### config.mk
export PLATFORM = sky130hd
export DESIGN_NAME = yuv_pair_to_rgb24_converter_core
export DESIGN_NICKNAME = d
export VERILOG_FILES = /design/src/rtl/core/yprgb_pkg.sv /design/src/rtl/core/yprgb_lane.sv /design/src/rtl/core/yprgb_merge.sv /design/src/rtl/core/yuv_pair_to_rgb24_converter_core.sv
export SDC_FILE = /design/constraint.sdc
export NUM_CORES = 1
export LEC_CHECK = 0
export ABC_AREA = 1
export ABC_CLOCK_PERIOD_IN_PS = 10400
export BUFFER_PORTS_ARGS = -buffer_cell sky130_fd_sc_hd__buf_2
export CELL_PAD_IN_SITES_DETAIL_PLACEMENT = 1
export CELL_PAD_IN_SITES_GLOBAL_PLACEMENT = 1
export CORE_MARGIN = 3
export CORE_UTILIZATION = 35
export DETAILED_ROUTE_END_ITERATION = 16
export PLACE_DENSITY_LB_ADDON = 0.25
export SETUP_SLACK_MARGIN = 0.3
export SLEW_MARGIN = 10
export SYNTH_ARGS = -nofsm -noshare
export SYNTH_HDL_FRONTEND = slang
export SYNTH_SLANG_ARGS = --single-unit
### constraint.sdc
create_clock -name clk -period 10.4 [get_ports clk]
set_input_delay 2.6 -clock clk [delete_from_list [all_inputs] [get_ports clk]]
set_output_delay 2.6 -clock clk [all_outputs]
set_load 0.02 [all_outputs]
### src/rtl/core/yprgb_pkg.sv
// Package for the YUV pixel-pair to RGB24 converter.
// Holds the word types, register indexes, conversion coefficients and the clamp.
// No dependencies.
`default_nettype none

package yprgb_pkg;

	typedef struct packed {
		logic [7:0] luma_first;
		logic [7:0] luma_second;
		logic [7:0] chroma_blue;
		logic [7:0] chroma_red;
	} in_word_t;

	typedef struct packed {
		logic [7:0]  red_first;
		logic [7:0]  green_first;
		logic [7:0]  blue_first;
		logic [7:0]  red_second;
		logic [7:0]  green_second;
		logic [7:0]  blue_second;
		logic [23:0] dest_pixel_index;
		logic        frame_last;
	} out_word_t;

	typedef struct packed {
		logic [7:0] red;
		logic [7:0] green;
		logic [7:0] blue;
	} pix_t;

	// Load enables of the pipeline stages behind the input register.
	typedef struct packed {
		logic ld_s2;
		logic ld_s3;
	} adv_t;

	localparam logic [1:0] REG_SOURCE_FORMAT = 2'd0;
	localparam logic [1:0] REG_FRAME_WIDTH   = 2'd1;
	localparam logic [1:0] REG_FRAME_HEIGHT  = 2'd2;

	localparam logic FMT_NV12 = 1'b0;
	localparam logic FMT_YUYV = 1'b1;

	localparam logic [12:0] WIDTH_RESET  = 13'd640;
	localparam logic [12:0] HEIGHT_RESET = 13'd480;

	localparam logic signed [9:0]  LUMA_OFFSET   = 10'sd16;
	localparam logic signed [9:0]  CHROMA_OFFSET = 10'sd128;
	localparam logic signed [19:0] K_Y     = 20'sd298;
	localparam logic signed [19:0] K_RV    = 20'sd409;
	localparam logic signed [19:0] K_GU    = 20'sd100;
	localparam logic signed [19:0] K_GV    = 20'sd208;
	localparam logic signed [19:0] K_BU    = 20'sd516;
	localparam logic signed [19:0] K_ROUND = 20'sd128;

	// Floor of v/256 clamped to 0..255.
	function automatic logic [7:0] clamp_pix(input logic signed [19:0] v);
		logic [7:0] res;
		if (v[19]) begin
			res = 8'd0;
		end else if (v[18:16] != 3'd0) begin
			res = 8'd255;
		end else begin
			res = v[15:8];
		end
		return res;
	endfunction

endpackage

`default_nettype wire

### src/rtl/core/yprgb_lane.sv
// One pixel conversion lane: BT.601 integer YCbCr to clamped RGB.
// Two registered stages (products, then sums and clamp); uses yprgb_pkg.
`default_nettype none

module yprgb_lane (
	input  wire logic           clk,
	input  wire yprgb_pkg::adv_t adv,
	input  wire logic [7:0]     luma,
	input  wire logic [7:0]     cb,
	input  wire logic [7:0]     cr,
	output yprgb_pkg::pix_t     pix
);
	import yprgb_pkg::*;

	logic signed [9:0]  c_d;
	logic signed [9:0]  d_d;
	logic signed [9:0]  e_d;
	logic signed [19:0] c_x;
	logic signed [19:0] d_x;
	logic signed [19:0] e_x;

	logic signed [19:0] y298_s2;
	logic signed [19:0] v409_s2;
	logic signed [19:0] u100_s2;
	logic signed [19:0] v208_s2;
	logic signed [19:0] u516_s2;

	logic signed [19:0] r_sum;
	logic signed [19:0] g_sum;
	logic signed [19:0] b_sum;
	pix_t               pix_s3;

	always_comb begin
		c_d = $signed({2'b00, luma}) - LUMA_OFFSET;
		d_d = $signed({2'b00, cb}) - CHROMA_OFFSET;
		e_d = $signed({2'b00, cr}) - CHROMA_OFFSET;
		c_x = $signed({{10{c_d[9]}}, c_d});
		d_x = $signed({{10{d_d[9]}}, d_d});
		e_x = $signed({{10{e_d[9]}}, e_d});
	end

	always_ff @(posedge clk) begin
		if (adv.ld_s2) begin
			y298_s2 <= c_x * K_Y;
			v409_s2 <= e_x * K_RV;
			u100_s2 <= d_x * K_GU;
			v208_s2 <= e_x * K_GV;
			u516_s2 <= d_x * K_BU;
		end
	end

	always_comb begin
		r_sum = y298_s2 + v409_s2 + K_ROUND;
		g_sum = y298_s2 - u100_s2 - v208_s2 + K_ROUND;
		b_sum = y298_s2 + u516_s2 + K_ROUND;
	end

	always_ff @(posedge clk) begin
		if (adv.ld_s3) begin
			pix_s3.red   <= clamp_pix(r_sum);
			pix_s3.green <= clamp_pix(g_sum);
			pix_s3.blue  <= clamp_pix(b_sum);
		end
	end

	assign pix = pix_s3;

endmodule

`default_nettype wire

### src/rtl/core/yprgb_merge.sv
// Merge stage: destination index pipeline and packing of both lanes into one word.
// Row times width in stage s2; s3 adds (YUYV) or subtracts (NV12) the column; uses yprgb_pkg.
`default_nettype none

module yprgb_merge #(
	parameter int CW = 13,
	parameter int RW = 13
) (
	input  wire logic               clk,
	input  wire yprgb_pkg::adv_t    adv,
	input  wire logic [CW-1:0]      col_s1,
	input  wire logic [RW-1:0]      row_s1,
	input  wire logic [CW-1:0]      w_s1,
	input  wire logic               fmt_s1,
	input  wire logic               last_s1,
	input  wire yprgb_pkg::pix_t    pix_first,
	input  wire yprgb_pkg::pix_t    pix_second,
	output yprgb_pkg::out_word_t    word
);
	import yprgb_pkg::*;

	localparam int PW = RW + CW;
	localparam int XW = (PW + 1 > 24) ? PW + 1 : 24;

	logic [RW-1:0] row_sel;
	logic [PW-1:0] prod_s2;
	logic [CW-1:0] col_s2;
	logic          fmt_s2;
	logic          last_s2;
	logic [XW-1:0] idx_sum;
	logic [23:0]   idx_s3;
	logic          last_s3;

	// NV12 rows are mirrored, so the index counts back from the end of the row.
	always_comb begin
		if (fmt_s1 == FMT_YUYV) begin
			row_sel = row_s1;
		end else begin
			row_sel = row_s1 + RW'(1);
		end
	end

	always_ff @(posedge clk) begin
		if (adv.ld_s2) begin
			prod_s2 <= PW'(row_sel) * PW'(w_s1);
			col_s2  <= col_s1;
			fmt_s2  <= fmt_s1;
			last_s2 <= last_s1;
		end
	end

	always_comb begin
		if (fmt_s2 == FMT_YUYV) begin
			idx_sum = XW'(prod_s2) + XW'(col_s2);
		end else begin
			idx_sum = XW'(prod_s2) - XW'(col_s2) - XW'(1);
		end
	end

	always_ff @(posedge clk) begin
		if (adv.ld_s3) begin
			idx_s3  <= idx_sum[23:0];
			last_s3 <= last_s2;
		end
	end

	always_comb begin
		word.red_first        = pix_first.red;
		word.green_first      = pix_first.green;
		word.blue_first       = pix_first.blue;
		word.red_second       = pix_second.red;
		word.green_second     = pix_second.green;
		word.blue_second      = pix_second.blue;
		word.dest_pixel_index = idx_s3;
		word.frame_last       = last_s3;
	end

endmodule

`default_nettype wire

### src/rtl/core/yuv_pair_to_rgb24_converter_core.sv
// YUV pixel pair to RGB24 converter: registers, position counters, two pixel lanes, merge.
// Takes one word per cycle unless out_stall holds with every stage full.
// The three stages (input register, products, sums/clamp/index) each advance when the
// next one is empty or moving, so a new word is taken while a result waits if a stage is empty.
// Reset clears the position counters and valid flags and loads the register defaults.
// Depends on yprgb_pkg, yprgb_lane and yprgb_merge.
`default_nettype none

module yuv_pair_to_rgb24_converter_core #(
	parameter int MAX_WIDTH  = 4096,
	parameter int MAX_HEIGHT = 4096
) (
	input  wire logic                 clk,
	input  wire logic                 arst_n,
	input  wire logic                 psel,
	input  wire logic                 penable,
	input  wire logic                 pwrite,
	input  wire logic [3:0]           paddr,
	input  wire logic [31:0]          pwdata,
	output logic [31:0]               prdata,
	output logic                      pready,
	input  wire logic                 in_valid,
	output logic                      in_stall,
	input  wire yprgb_pkg::in_word_t  in_word,
	output logic                      out_valid,
	input  wire logic                 out_stall,
	output yprgb_pkg::out_word_t      out_word
);
	import yprgb_pkg::*;

	localparam int CW = $clog2(MAX_WIDTH + 1);
	localparam int RW = $clog2(MAX_HEIGHT + 1);
	localparam int EW = (CW > 13) ? CW : 13;
	localparam int EH = (RW > 13) ? RW : 13;

	function automatic logic [CW-1:0] eff_width(input logic [12:0] v);
		logic [EW-1:0] t;
		t = EW'(v);
		if (t > EW'(MAX_WIDTH)) begin
			t = EW'(MAX_WIDTH);
		end
		if (t < EW'(2)) begin
			t = EW'(2);
		end
		t[0] = 1'b0;
		return t[CW-1:0];
	endfunction

	function automatic logic [RW-1:0] eff_height(input logic [12:0] v);
		logic [EH-1:0] t;
		t = EH'(v);
		if (t > EH'(MAX_HEIGHT)) begin
			t = EH'(MAX_HEIGHT);
		end
		if (t < EH'(1)) begin
			t = EH'(1);
		end
		return t[RW-1:0];
	endfunction

	// Configuration registers.
	logic          fmt_q;
	logic [12:0]   width_q;
	logic [12:0]   height_q;
	logic [CW-1:0] w_eff_q;
	logic [RW-1:0] h_eff_q;
	logic          cfg_wr;

	assign pready = 1'b1;
	assign cfg_wr = psel && penable && pwrite;

	always_ff @(posedge clk or negedge arst_n) begin
		if (!arst_n) begin
			fmt_q    <= FMT_NV12;
			width_q  <= WIDTH_RESET;
			height_q <= HEIGHT_RESET;
			w_eff_q  <= eff_width(WIDTH_RESET);
			h_eff_q  <= eff_height(HEIGHT_RESET);
		end else if (cfg_wr) begin
			case (paddr[3:2])
				REG_SOURCE_FORMAT: fmt_q <= pwdata[0];
				REG_FRAME_WIDTH: begin
					width_q <= pwdata[12:0];
					w_eff_q <= eff_width(pwdata[12:0]);
				end
				REG_FRAME_HEIGHT: begin
					height_q <= pwdata[12:0];
					h_eff_q  <= eff_height(pwdata[12:0]);
				end
				default: ;
			endcase
		end
	end

	always_comb begin
		unique case (paddr[3:2])
			REG_SOURCE_FORMAT: prdata = {31'd0, fmt_q};
			REG_FRAME_WIDTH:   prdata = {19'd0, width_q};
			REG_FRAME_HEIGHT:  prdata = {19'd0, height_q};
			default:           prdata = 32'd0;
		endcase
	end

	// Pipeline control.
	logic v_s1;
	logic v_s2;
	logic v_s3;
	logic rdy_s1;
	logic rdy_s2;
	logic rdy_s3;
	logic in_acc;
	adv_t adv;

	assign rdy_s3     = !v_s3 || !out_stall;
	assign rdy_s2     = !v_s2 || rdy_s3;
	assign rdy_s1     = !v_s1 || rdy_s2;
	assign in_stall   = !rdy_s1;
	assign in_acc     = in_valid && rdy_s1;
	assign adv.ld_s2  = v_s1 && rdy_s2;
	assign adv.ld_s3  = v_s2 && rdy_s3;
	assign out_valid  = v_s3;

	always_ff @(posedge clk or negedge arst_n) begin
		if (!arst_n) begin
			v_s1 <= 1'b0;
			v_s2 <= 1'b0;
			v_s3 <= 1'b0;
		end else begin
			if (rdy_s1) begin
				v_s1 <= in_valid;
			end
			if (rdy_s2) begin
				v_s2 <= v_s1;
			end
			if (rdy_s3) begin
				v_s3 <= v_s2;
			end
		end
	end

	// Position counters. A column or row left beyond a changed size wraps on entry.
	logic [CW-1:0] col_q;
	logic [RW-1:0] row_q;
	logic          wrap_in;
	logic [CW-1:0] col_e;
	logic [RW:0]   row_t;
	logic [RW-1:0] row_e;
	logic [CW:0]   col_n;
	logic [RW:0]   row_p1;
	logic          end_row;
	logic          end_frame;
	logic          last_d;

	always_comb begin
		wrap_in   = col_q >= w_eff_q;
		col_e     = wrap_in ? '0 : col_q;
		row_t     = {1'b0, row_q} + (RW+1)'(wrap_in);
		row_e     = (row_t >= {1'b0, h_eff_q}) ? '0 : row_t[RW-1:0];
		col_n     = {1'b0, col_e} + (CW+1)'(2);
		row_p1    = {1'b0, row_e} + (RW+1)'(1);
		end_row   = col_n >= {1'b0, w_eff_q};
		end_frame = row_p1 >= {1'b0, h_eff_q};
		last_d    = end_row && end_frame;
	end

	always_ff @(posedge clk or negedge arst_n) begin
		if (!arst_n) begin
			col_q <= '0;
			row_q <= '0;
		end else if (in_acc) begin
			if (end_row) begin
				col_q <= '0;
				row_q <= end_frame ? '0 : row_p1[RW-1:0];
			end else begin
				col_q <= col_n[CW-1:0];
				row_q <= row_e;
			end
		end
	end

	// Input stage register.
	in_word_t      word_s1;
	logic [CW-1:0] col_s1;
	logic [RW-1:0] row_s1;
	logic [CW-1:0] w_s1;
	logic          fmt_s1;
	logic          last_s1;

	always_ff @(posedge clk) begin
		if (in_acc) begin
			word_s1 <= in_word;
			col_s1  <= col_e;
			row_s1  <= row_e;
			w_s1    <= w_eff_q;
			fmt_s1  <= fmt_q;
			last_s1 <= last_d;
		end
	end

	pix_t pix_first;
	pix_t pix_second;

	yprgb_lane u_lane_first (
		.clk  (clk),
		.adv  (adv),
		.luma (word_s1.luma_first),
		.cb   (word_s1.chroma_blue),
		.cr   (word_s1.chroma_red),
		.pix  (pix_first)
	);

	yprgb_lane u_lane_second (
		.clk  (clk),
		.adv  (adv),
		.luma (word_s1.luma_second),
		.cb   (word_s1.chroma_blue),
		.cr   (word_s1.chroma_red),
		.pix  (pix_second)
	);

	yprgb_merge #(
		.CW (CW),
		.RW (RW)
	) u_merge (
		.clk        (clk),
		.adv        (adv),
		.col_s1     (col_s1),
		.row_s1     (row_s1),
		.w_s1       (w_s1),
		.fmt_s1     (fmt_s1),
		.last_s1    (last_s1),
		.pix_first  (pix_first),
		.pix_second (pix_second),
		.word       (out_word)
	);

	// The input is held off only when every stage is occupied.
	a_stall_full: assert property (@(posedge clk) disable iff (!arst_n)
		in_stall |-> (v_s1 && v_s2 && v_s3))
		else $error("input stalled with an empty stage");

	// The final pair of a frame returns the counters to the origin.
	a_last_wraps: assert property (@(posedge clk) disable iff (!arst_n)
		(in_acc && last_d) |=> (col_q == '0 && row_q == '0))
		else $error("counters not cleared after the last pair of a frame");

	// Pairs start on even columns.
	a_col_even: assert property (@(posedge clk) disable iff (!arst_n)
		in_acc |=> !col_q[0])
		else $error("column counter left an even position");

	// The flag registered at the input stage matches the one computed at entry.
	a_last_pipe: assert property (@(posedge clk) disable iff (!arst_n)
		in_acc |=> (last_s1 == $past(last_d)))
		else $error("frame end flag lost at the input stage");

endmodule

`default_nettype wire
## Word level (Yosys, flattened, before mapping)

Index checks and enable logic that the tools add are counted.

- Equal/unequal tests: 2
- Multipliers: 7
- Bitwise operators: 0
- Magnitude comparators: 7
- Mux-type cells: 21
- Add/subtract/negate cells: 25
- Div/mod/pow operators: 0
- Reduce and logical (&&, ||, !) cells: 24
- Shift-type cells: 0

Operators by type and width:

| kind | number |
|---|---|
| 13-bit 2-to-1 mux | 13 |
| 20-bit by 9-bit adder with 20-bit output, second input constant | 6 |
| 20-bit adder | 4 |
| 20-bit subtractor | 4 |
| 9-bit by 9-bit multiplier with 18-bit output, second input constant | 3 |
| 8-bit 2-to-1 mux | 6 |
| 14-bit by 13-bit greater-or-equal comparator with 1-bit output | 3 |
| 13-bit one-hot mux with 3 select lines | 1 |
| 24-bit by 13-bit adder with 24-bit output | 1 |
| 24-bit 2-to-1 mux | 1 |
| 24-bit by 1-bit subtractor with 24-bit output, second input constant | 1 |
| 24-bit by 13-bit subtractor with 24-bit output | 1 |
| 13-bit by 12-bit multiplier with 23-bit output | 1 |
| 9-bit by 10-bit multiplier with 19-bit output, second input constant | 1 |
| 3-bit nonzero test | 6 |
| 8-bit by 5-bit subtractor with 9-bit output, second input constant | 2 |
| 8-bit by 8-bit subtractor with 9-bit output, second input constant | 2 |
| 9-bit by 6-bit multiplier with 15-bit output, second input constant | 1 |
| 13-bit by 1-bit adder with 14-bit output | 1 |
| 13-bit by 1-bit adder with 14-bit output, second input constant | 1 |
| 13-bit by 2-bit adder with 14-bit output, second input constant | 1 |
| 9-bit by 5-bit multiplier with 14-bit output, second input constant | 1 |
| 13-bit by 1-bit adder with 13-bit output, second input constant | 1 |
| 13-bit greater-or-equal comparator | 1 |
| other kinds (10) | 23 |

- Bits of input ports: 75
- Bits in registers: 375
- Bits in latches: 0
- Output and inout bits: 108
- ROM bits: 0
- Memory bits (writable): 0
- Word-level logic and storage cells: 123
- Memories: 0

## Longest topological paths before layout

Gate-level depths: netlist (run 1).

- Depth after elaboration: 8
- Mapped depth: 47
- Gate-level depth less buffers: 46

## Modules after synthesis

Synthesis (run 1) repeated with hierarchy kept, for this count alone.

- Cell total of the unflattened synthesis: 4,893
- Area, all modules: 42,079.1 µm²

By module, submodules not included:

| module | instances | cells each | area an instance (µm²) | sequential area each (µm²) |
|---|---|---|---|---|
| yprgb_lane at u_lane_second | 1 | 1,306 | 11,661.2 | 3,093.0 |
| yprgb_lane at u_lane_first | 1 | 1,304 | 11,628.7 | 3,093.0 |
| yprgb_merge | 1 | 1,332 | 10,264.8 | 1,921.8 |
| yuv_pair_to_rgb24_converter_core | 1 | 951 | 8,524.4 | 4,204.0 |

## Least setup slack after synthesis (run 1)

No wires, ideal clock.

- Path kind: input-to-reg
- From: input port out_stall
- To: register u_lane_first.pix_s3 (netlist bit u_lane_first.pix[0]), enable pin
- Setup time: 0.528 ns
- Arrival time: 6.065 ns
- Path slack: 3.806 ns
- Buffers on the path: 0
- Stages: 1
- Required time: 9.872 ns
- Cells stage by stage: a21oi_1

- Longest elaborated chain between the ends: 3

Ends and longest elaborated chain:

| item | RTL line | text |
|---|---|---|
| from (decl) | yuv_pair_to_rgb24_converter_core.sv:26 | `input wire logic out_stall,` |
| 1-bit zero test | yuv_pair_to_rgb24_converter_core.sv:114 | `assign rdy_s3 = !v_s3 \|\| !out_stall;` |
| 1-bit logical OR | yuv_pair_to_rgb24_converter_core.sv:114 |  |
| 1-bit logical AND | yuv_pair_to_rgb24_converter_core.sv:120 | `assign adv.ld_s3 = v_s2 && rdy_s3;` |
| to (decl) | yprgb_lane.sv:31 | `pix_t pix_s3;` |

No other way between the ends.
A chain may end at the register's enable or synchronous reset.

## Worst setup path after layout (run 1)

- From: register w_eff_q[9]
- To: register row_q[6]

- Longest elaborated chain between the ends: 8
- Elaborated cells on any way between the ends: 11
- Those cells by class: add/sub: 3; order compare: 4; mux: 4

Ends and longest elaborated chain:

| item | RTL line | text |
|---|---|---|
| from (decl) | yuv_pair_to_rgb24_converter_core.sv:65 | `logic [CW-1:0] w_eff_q;` |
| from (signal assigned) | yuv_pair_to_rgb24_converter_core.sv:77 | `w_eff_q <= eff_width(WIDTH_RESET);` |
| from (signal assigned) | yuv_pair_to_rgb24_converter_core.sv:84 | `w_eff_q <= eff_width(pwdata[12:0]);` |
| 13-bit greater-or-equal comparator * | yuv_pair_to_rgb24_converter_core.sv:155 | `wrap_in = col_q >= w_eff_q;` |
| 13-bit by 1-bit adder with 14-bit output * | yuv_pair_to_rgb24_converter_core.sv:157 | `row_t = {1'b0, row_q} + (RW+1)'(wrap_in);` |
| 14-bit by 13-bit greater-or-equal comparator with 1-bit output | yuv_pair_to_rgb24_converter_core.sv:158 | `row_e = (row_t >= {1'b0, h_eff_q}) ? '0 : row_t[RW-1:0];` |
| 13-bit 2-to-1 mux * | yuv_pair_to_rgb24_converter_core.sv:158 |  |
| named net row_e[0] | yuv_pair_to_rgb24_converter_core.sv:147 | `logic [RW-1:0] row_e;` |
| 13-bit by 1-bit adder with 14-bit output * | yuv_pair_to_rgb24_converter_core.sv:160 | `row_p1 = {1'b0, row_e} + (RW+1)'(1);` |
| 14-bit by 13-bit greater-or-equal comparator with 1-bit output | yuv_pair_to_rgb24_converter_core.sv:162 | `end_frame = row_p1 >= {1'b0, h_eff_q};` |
| 13-bit 2-to-1 mux * | yuv_pair_to_rgb24_converter_core.sv:173 | `row_q <= end_frame ? '0 : row_p1[RW-1:0];` |
| 13-bit 2-to-1 mux * | yuv_pair_to_rgb24_converter_core.sv:171 | `if (end_row) begin` |
| to (signal assigned) | yuv_pair_to_rgb24_converter_core.sv:173 |  |
| to (signal assigned) | yuv_pair_to_rgb24_converter_core.sv:176 | `row_q <= row_e;` |
| to (decl) | yuv_pair_to_rgb24_converter_core.sv:143 | `logic [RW-1:0] row_q;` |

Mark *: on every way through the listed nets, which the timed path passes. The rest lies on a longest branch.

==> flow_summary.yaml, run 1 <==
status:
  status: "completed"
min_path:
  hold_path_class: "register to register"
  min_to: "u_merge.col_s2[12]$_DFFE_PP_"
  holdPathStages: 0
  worstHoldStart: "col_s1[12]$_DFFE_PP_"
place:
  dpl_cell_area_mm2: 0.03524
  hpwl_um: 72840
  dp_slack_ns: 2.916
  place_congestion: 0.8704
  dp_cells: 5005
  port-buffer-count: 141
synth:
  synthTopCellsByCount: "689 x inv_1, 620 x nand2_1, 533 x ha_1, 280 x edfxtp_1, 244 x nor2_1"
  synth_edf_count: 280
  ys_top_cells_by_area: "edfxtp_1 25%, ha_1 20%, fa_1 12%"
  yosys.area.top_type: "edfxtp_1"
  synth_cells: 3643
  synth-warning-count: 0
  netlist_area_mm2: 0.03311
  seq_area_frac_synth_pct: 31.56
  yosysTopAreaCellShare_pct: 25.40
  synth_most_common_cell: "inv_1"
  synth.avg_cell_area_um2: 9.088
  async_flop_share_pct: 22.44
  yosysUniqueCellTypes: 60
  synth-seq-cells: 361
  ys.flop_type: "edfxtp_1"
drt:
  drt.antenna.violating_nets: 0
  drcViolationCount: 0
  met1_length_um: 38500
  vias: 24510
  top_layer_used: "met5"
  drt-vias-per-instance: 4.813
  wl_met2_um: 44760
  drt-initial-drc-count: 1024
  drt-pass1-iter-count: 5
  wirelength_um: 87710
  wl_met3_um: 2503
  wl_per_cell_um: 17.22
timing:
  setup_ws_ns: 2.885
  rsz0062_at_grt: "no"
  worstMarginPinSlew_ns: 1.054
  final-max-slew-violation-count: 0
  setup-tns-final_ns: 0
  fin_crit_sh_pct: 72.26
  fmaxAchievable_mhz: 133.1
  finClkSkew_ns: 0.04396
  timing.final.crit_period_ns: 7.515
  maxSlewHeadroom_pct: 29.51
  setup_viol_count_final: 0
  finalHoldViolCount: 0
clock_tree:
  post_cts_buffers: 0
  clockBufferDepth: 3
  cts.sinks: 361
  h-tree-depth: 2
  postCtsHoldBufs: 0
  clockRootBuffer: "clkbuf_16"
  cts_made_buffers: 47
  path_clk_slew_ns: 0.06
  tritoncts: "done"
  cts-resized-gates: 0
  clkLatencyLatePin_ns: 0.62
worst_setup_path:
  crit_path_max_incr_delay_ns: 0.53
  worstPathArrival_ns: 8.07
  critPathKind: "register to register"
  critPathCaptureType: "register"
  r2r_end: "row_q[6]$_DFFE_PN0P_"
  cp_top_family: "simple AND/OR/NAND/NOR gates"
  crit_top_cell: "nand2_1"
  r2r-start: "w_eff_q[9]$_DFFE_PN1P_"
  r2r_cells: 43
  critPathLaunchType: "register"
  critPathMaxFanout: 14
  worst_ep_required_time_ns: 10.96
  r2r_slack_ns: 2.88
  path_buf_inv: 7
  slowest_stage: "dfstp_2"
die:
  core_mm2: 0.09361
  die_h_um: 313.6
  die_x_um: 313.6
  initial_core_util_pct: 35.37
  rows: 112
  io_pins: 183
  dieArea_mm2: 0.09832
cells_and_area:
  areaGrowthSynthToFinish_pct: 11.28
  layout.nets: 4599
  final_cell_area_mm2: 0.03684
  drive_above_1_share_pct: 7.452
  layout.cells.non_filler: 5093
global_route:
  gr-total-overflow: 0
  grt_pass1_vias: 26120
  grt_pass1_wl_um: 140800
  grtUsageTotal_pct: 18.09
  grt_max_degree: 74
  antenna_found_initial: 3
flow_run:
  drv_cap: 0
## logic make-up after synthesis
kind of cell,count (synthesis),share of synthesized area [%]
other cells,2,0.02268
buf+inv,761,8.904
compound gates,480,8.004
xor+xnor,213,5.703
simple gates,1101,14.08
flops,361,31.56
fa+ha+maj,724,31.69
mux,1,0.03401
## layout make-up
cell class,instances,area (µm²)
clock buffer,59,1295
fill,11060,56770
clock inverter,28,310.3
tap,1254,1569
timing repair buffer,151,783.3
sequential,361,10450
antenna,1,2.502
inverter,700,2633
multi-input combinational,2539,19800
## worst max path at each step
| stage | start | endpoint | cells after the start |
|---|---|---|---|
| 6_report | w_eff_q[9]$_DFFE_PN1P_ | row_q[6]$_DFFE_PN0P_ | 43 |
| 5_1_grt | w_eff_q[9]$_DFFE_PN1P_ | row_q[5]$_DFFE_PN0P_ | 43 |
| 4_1_cts | w_eff_q[9]$_DFFE_PN1P_ | row_q[6]$_DFFE_PN0P_ | 43 |
| 3_5_place_dp | w_eff_q[9]$_DFFE_PN1P_ | row_q[6]$_DFFE_PN0P_ | 43 |
| 3_3_place_gp | w_eff_q[9]$_DFFE_PN1P_ | row_q[12]$_DFFE_PN0P_ | 43 |
| 2_1_floorplan | out_stall | u_lane_first.pix[0]$_SDFFCE_PP0P_ | 1 |
## flip-flops by register name, summed over array words and instances (netlist names), 12 cells and up
name / count
h_eff_q: 13
u_lane_first.u516_s2: 18
width_q: 13
word_s1: 32
u_lane_second.v409_s2: 19
u_lane_first.y298_s2: 18
w_eff_q: 12
u_lane_first.pix: 24
u_merge.idx_s3: 24
u_lane_second.u100_s2: 12
u_lane_second.pix: 24
row_q: 13
row_s1: 13
col_q: 13
u_merge.col_s2: 13
w_s1: 12
u_lane_second.y298_s2: 18
u_merge.prod_s2: 23
col_s1: 13
u_lane_second.v208_s2: 12
height_q: 13
## stage by stage
| step | hold slack [ns] | util [%] |
|---|---|---|
| global route | 0.4214 | 39.36 |
| floorplan | 0.4003 | - |
| detailed placement | 0.4057 | 37.64 |
| CTS | 0.4200 | 39.36 |
| global placement | 0.4048 | 37.64 |
| finish | 0.4181 | 39.36 |
## layout by cell type (no fill, tap or decap), types with 7 or more instances in the layout
cell / netlist / layout
nor2_1: 244 / 241
inv_1: 689 / 688
buf_4: 21 / 11
nand4_1: 36 / 36
clkbuf_1: 34 / 8
dfstp_2: 12 / 12
clkinv_1: 9 / 14
buf_2: 4 / 140
o21ai_0: 175 / 175
xor2_1: 148 / 148
nand3_1: 118 / 118
nor4_1: 8 / 8
xnor2_1: 62 / 62
conb_1: 2 / 20
dfrtp_1: 69 / 69
a21oi_1: 194 / 193
clkbuf_16: 0 / 50
or2_2: 10 / 10
a31oi_1: 13 / 13
nand2_1: 620 / 620
o22ai_1: 16 / 16
fa_1: 191 / 191
o21a_1: 11 / 11
o21bai_1: 17 / 17
edfxtp_1: 280 / 280
a21o_1: 11 / 11
nor3_1: 29 / 29
a211oi_1: 7 / 7
nor2_4: 7 / 8
o31ai_1: 9 / 9
clkinv_2: 0 / 12
ha_1: 533 / 533
## metal layers
layer  vias up  GRT usage (%)
met1     11980          22.58
li1      12180              -
met5         -              0
met4         2          4.441
met2       256          33.05
met3        97          2.228
Power of run 1 is left out: the tool's default activity adds up to more than one toggle a clock period on the data nets, which glitch-free logic cannot reach.
==> run 2, diff against run 1 <==
--- a/config.mk
+++ b/config.mk
@@ -6,7 +6,7 @@
 export NUM_CORES = 1
 export LEC_CHECK = 0
 export ABC_AREA = 1
-export ABC_CLOCK_PERIOD_IN_PS = 10400
+export ABC_CLOCK_PERIOD_IN_PS = 7300
 export BUFFER_PORTS_ARGS = -buffer_cell sky130_fd_sc_hd__buf_2
 export CELL_PAD_IN_SITES_DETAIL_PLACEMENT = 1
 export CELL_PAD_IN_SITES_GLOBAL_PLACEMENT = 1
==> constraint.sdc (replaced) <==
create_clock -name clk -period 7.3 [get_ports clk]
set_input_delay 1.825 -clock clk [delete_from_list [all_inputs] [get_ports clk]]
set_output_delay 1.825 -clock clk [all_outputs]
set_load 0.02 [all_outputs]
==> flow_summary.yaml, run 2 (synthesis gave the netlist of run 1 again) <==
status:
  status: "completed"
global_route:
  gr-total-overflow: 0
  grt_max_degree: 92
  antenna_found_initial: 2
  grt_pass1_wl_um: 141800
  grtUsageTotal_pct: 18.16
  grt_pass1_vias: 26270
place:
  place_congestion: 0.8727
  dpl_cell_area_mm2: 0.03531
  hpwl_um: 72860
  port-buffer-count: 141
drt:
  drt-pass1-iter-count: 5
  drcViolationCount: 0
  wirelength_um: 87650
  wl_per_cell_um: 17.17
  vias: 24510
  drt-initial-drc-count: 1030
  drt.antenna.violating_nets: 0
  drt-vias-per-instance: 4.803
cells_and_area:
  drive_above_1_share_pct: 8.286
  seq_area_mm2: 0.01045
  regMostFlops: "word_s1"
  areaGrowthSynthToFinish_pct: 11.75
  final_util_pct: 39.52
  diodes: 0
  largest_reg_flops: 32
  multiInputGateArea_mm2: 0.01987
  fillers: 11040
  layout.nets: 4611
  mostFrequentLayoutCells: "688 x inv_1, 616 x nand2_1, 532 x ha_1"
  final_cell_area_mm2: 0.03700
  final_common_cell: "inv_1"
die:
  dieArea_mm2: 0.09832
  initial_core_util_pct: 35.37
  rows: 112
  die_x_um: 313.6
  io_pins: 183
  die_h_um: 313.6
  core_mm2: 0.09361
clock_tree:
  tritoncts: "done"
  clkLatencyLatePin_ns: 0.62
  cts.sinks: 361
  path_clk_slew_ns: 0.06
  cts_made_buffers: 46
  postCtsHoldBufs: 0
  clockRootBuffer: "clkbuf_16"
  h-tree-depth: 2
  clockBufferDepth: 3
timing:
  rsz0062_at_grt: "no"
  final-max-slew-violation-count: 0
  fmaxAchievable_mhz: 156.7
  finalHoldViolCount: 0
  fin_crit_sh_pct: 87.40
  setup_viol_count_final: 0
  setup-tns-final_ns: 0
  worstMarginPinSlew_ns: 1.068
  timing.final.crit_period_ns: 6.380
  finClkSkew_ns: 0.01771
  whs_ns: 0.4138
  maxSlewHeadroom_pct: 28.64
min_path:
  min_to: "u_merge.col_s2[5]$_DFFE_PP_"
  holdPathStages: 0
  worstHoldStart: "col_s1[5]$_DFFE_PP_"
  hold_path_class: "register to register"
worst_setup_path:
  crit_path_max_incr_delay_ns: 0.53
  slowest_stage: "fa_1"
  r2r_slack_ns: 0.92
  worst_ep_required_time_ns: 7.64
  critPathKind: "register to register"
  r2r_cells: 25
  critPathMaxFanout: 9
  r2r_end: "u_merge.prod_s2[20]$_DFFE_PP_"
  r2r-start: "row_s1[0]$_DFFE_PP_"
  worstPathArrival_ns: 6.72
  critPathLaunchType: "register"
  critPathCaptureType: "register"
flow_run:
  drv_cap: 0
[run 2: changes by cell type in the layout (fill, tap and decap cells not counted), moves of 3 or more]
cell / delta
clkinvlp_4: +5
nand2_1: -4
buf_4: +12
clkinv_1: -4
clkbuf_1: -3
clkbuf_8: +3
nand2_2: +4
[run 2: area by class of cell]
type | count | share of cell area, %
clock inverter | 29 | 0.7914
clock buffer | 57 | 3.446
multi-input combinational | 2539 | 53.72
inverter | 700 | 7.143
sequential | 361 | 28.25
timing repair buffer | 164 | 2.415
tap | 1254 | 4.241
[run 2: worst max-delay path by stage]
stage,start,to,slack (ns),cells past startpoint
2_1_floorplan,w_eff_q[9]$_DFFE_PN1P_,row_q[12]$_DFFE_PN0P_,1.25,44
3_3_place_gp,w_eff_q[9]$_DFFE_PN1P_,row_q[4]$_DFFE_PN0P_,0.63,43
3_5_place_dp,w_eff_q[9]$_DFFE_PN1P_,row_q[7]$_DFFE_PN0P_,0.58,43
4_1_cts,w_eff_q[9]$_DFFE_PN1P_,row_q[7]$_DFFE_PN0P_,0.53,43
5_1_grt,w_eff_q[9]$_DFFE_PN1P_,row_q[7]$_DFFE_PN0P_,0.30,42
6_report,row_s1[0]$_DFFE_PP_,u_merge.prod_s2[20]$_DFFE_PP_,0.92,25
[run 2: through the flow]
step           setup WS, ns  instances
2_1_floorplan         1.246       3661
4_1_cts              0.5254       5099
5_1_grt              0.2996       5104
6_report             0.9198       5104
3_5_place_dp         0.5752       5013
3_3_place_gp         0.6318       5013
[run 2: timing repair]
| item | CTS | global route |
|---|---|---|
| setup buffers | 0 | 5 |
| setup endpoints to repair | 0 | 17 |
| endpoints found under the hold margin | 0 | 0 |
| resized for setup | 0 | 19 |
[run 2: worst max-delay path, delay by kind of cell (launching register included)]
family,cells,cell delay [ns]
buffers and inverters,5,0.63
xor gates and xnor gates,1,0.10
and+or+nand+nor,8,1.16
adders and majority gates,7,3.02
AOI/OAI and AO/OA,4,0.79
DFF,1,0.41
[run 2: routing by layer]
layer  track usage [%]  wire (µm)  vias up
met1             22.66      38810    11960
li1                  -          -    12210
met3             1.793       2018       90
met5                 0          0        -
met4             4.909       2164        0
met2             33.30      44650      255
Power of run 2 is left out for the same reason.
==> run 3, diff against run 2 <==
--- a/config.mk
+++ b/config.mk
@@ -8,11 +8,12 @@
 export ABC_AREA = 1
 export ABC_CLOCK_PERIOD_IN_PS = 7300
 export BUFFER_PORTS_ARGS = -buffer_cell sky130_fd_sc_hd__buf_2
-export CELL_PAD_IN_SITES_DETAIL_PLACEMENT = 1
+export CELL_PAD_IN_SITES_DETAIL_PLACEMENT = 0
 export CELL_PAD_IN_SITES_GLOBAL_PLACEMENT = 1
 export CORE_MARGIN = 3
 export CORE_UTILIZATION = 35
 export DETAILED_ROUTE_END_ITERATION = 16
+export HOLD_SLACK_MARGIN = 0.03
 export PLACE_DENSITY_LB_ADDON = 0.25
 export SETUP_SLACK_MARGIN = 0.3
 export SLEW_MARGIN = 10
==> constraint.sdc (replaced) <==
create_clock -name clk -period 7.3 [get_ports clk]
set_input_delay 1.825 -clock clk [delete_from_list [all_inputs] [get_ports clk]]
set_output_delay 1.825 -clock clk [all_outputs]
set_load 0.05 [all_outputs]
==> flow_summary.yaml, run 3 (synthesis gave the netlist of run 1 again) <==
die:
  rows: 112
  dieArea_mm2: 0.09832
  die_x_um: 313.6
  die_h_um: 313.6
  core_mm2: 0.09361
  initial_core_util_pct: 35.37
  io_pins: 183
cells_and_area:
  areaGrowthSynthToFinish_pct: 11.56
  final_common_cell: "inv_1"
  regMostFlops: "word_s1"
  layout.nets: 4611
  drive_above_1_share_pct: 8.238
  largest_reg_flops: 32
  diodes: 0
  mostFrequentLayoutCells: "688 x inv_1, 617 x nand2_1, 532 x ha_1"
  final_util_pct: 39.46
min_path:
  holdPathStages: 0
  hold_path_class: "register to register"
clock_tree:
  clockRootBuffer: "clkbuf_16"
  cts.sinks: 361
  clkLatencyLatePin_ns: 0.61
  path_clk_slew_ns: 0.06
  clockBufferDepth: 3
  tritoncts: "done"
  postCtsHoldBufs: 0
  cts_made_buffers: 46
  h-tree-depth: 2
drt:
  drcViolationCount: 0
  drt-initial-drc-count: 1081
  vias: 23780
  wl_per_cell_um: 16.01
  drt-vias-per-instance: 4.662
  drt.antenna.violating_nets: 0
  drt-pass1-iter-count: 5
  wirelength_um: 81680
worst_setup_path:
  worst_ep_required_time_ns: 7.65
  critPathKind: "register to register"
  cp.depth: 24
  crit_chain: "ha_1 -> inv_1 -> nor2_1 -> nand2_1 -> nor3_2 -> or2_2 -> nand2_1 -> nand2_1 -> fa_1 -> fa_1 -> fa_1 -> fa_1 -> inv_1 -> fa_1 -> ha_1 -> nand2_1 -> nor2_1 -> nand4_1 -> nor2_1 -> nor2_1 -> o21ai_0 -> a31oi_1 -> o21ai_0 -> xor2_1"
  r2r_cells: 24
  slowest_stage: "fa_1"
  cp_top_family: "adder cells"
  worstPathArrival_ns: 6.87
  crit_top_cell: "fa_1"
  critPathMaxFanout: 10
  crit_path_max_incr_delay_ns: 0.58
  critPathCaptureType: "register"
  critPathLaunchType: "register"
  path_buf_inv: 2
global_route:
  antenna_found_initial: 2
  grt_max_degree: 92
  grt_pass1_vias: 23950
  grtUsageTotal_pct: 16.83
  grt_pass1_wl_um: 130200
  gr-total-overflow: 0
timing:
  rsz0062_at_grt: "no"
  fmaxAchievable_mhz: 153.4
  finalHoldViolCount: 0
  maxSlewHeadroom_pct: 30.79
  setup-tns-final_ns: 0
  setup_viol_count_final: 0
  worstMarginPinSlew_ns: 1.038
  timing.final.crit_period_ns: 6.520
  final-max-slew-violation-count: 0
  finClkSkew_ns: 0.01442
  fin_crit_sh_pct: 89.32
status:
  status: "completed"
place:
  port-buffer-count: 141
  hpwl_um: 67560
  place_congestion: 0.8727
flow_run:
  drv_cap: 0
[run 3: changes by cell type in the layout (fill, tap and decap cells not counted), sizes merged]
cell | previous run | this run
clkinv | 21 | 25
clkbuf | 57 | 54
clkinvlp | 8 | 5
bufinv | 4 | 2
inv | 696 | 698
[run 3: area by class of cell]
class | count | area (µm²)
clock buffers | 54 | 1241
multi-input cells | 2539 | 19870
well taps | 1254 | 1569
flip-flops and latches | 361 | 10450
inverters | 700 | 2639
clock inverters | 30 | 269.0
repair buffers | 164 | 893.4
fillers | 9645 | 56670
[run 3: final timing paths]
kind	start	to	slack, ns
setup / recovery	row_s1[0]$_DFFE_PP_	u_merge.prod_s2[21]$_DFFE_PP_	0.78
hold / removal	col_s1[8]$_DFFE_PP_	u_merge.col_s2[8]$_DFFE_PP_	0.42
setup reg to reg	row_s1[0]$_DFFE_PP_	u_merge.prod_s2[21]$_DFFE_PP_	0.78
hold reg to reg	col_s1[8]$_DFFE_PP_	u_merge.col_s2[8]$_DFFE_PP_	0.42
max in group asynchronous	arst_n	v_s2$_DFFE_PN0P_	5.03
min in group asynchronous	arst_n	row_q[11]$_DFFE_PN0P_	1.12
[run 3: per-layer routing]
layer / up-vias / global-route usage (%) / part of all wire [%]
met3: 91 / 1.918 / 3.0
li1: 12210 / - / -
met4: 2 / 4.760 / 2.5
met2: 305 / 29.77 / 50
met1: 11180 / 21.66 / 45
met5: - / 0 / 0.0086
[run 3: timing repair]
action	4_1_cts	5_1_grt
setup buffers	0	5
endpoints found under the setup margin	0	16
resized for setup	0	17
hold endpoints to repair	0	0
[run 3: stage by stage]
stage / std cells / instance area [µm²] / setup WS, ns / hold WS [ns]
final: 5102 / 36940 / 0.7799 / 0.4183
after global routing: 5102 / 36940 / 0.3568 / 0.4247
after CTS: 5097 / 36820 / 0.6260 / 0.4201
after detailed placement: 5013 / 35310 / 0.6641 / 0.4045
after global placement: 5013 / 35310 / 0.6318 / 0.4030
after floorplan: 3661 / 33180 / 1.241 / 0.4003
Power of run 3 is left out for the same reason.
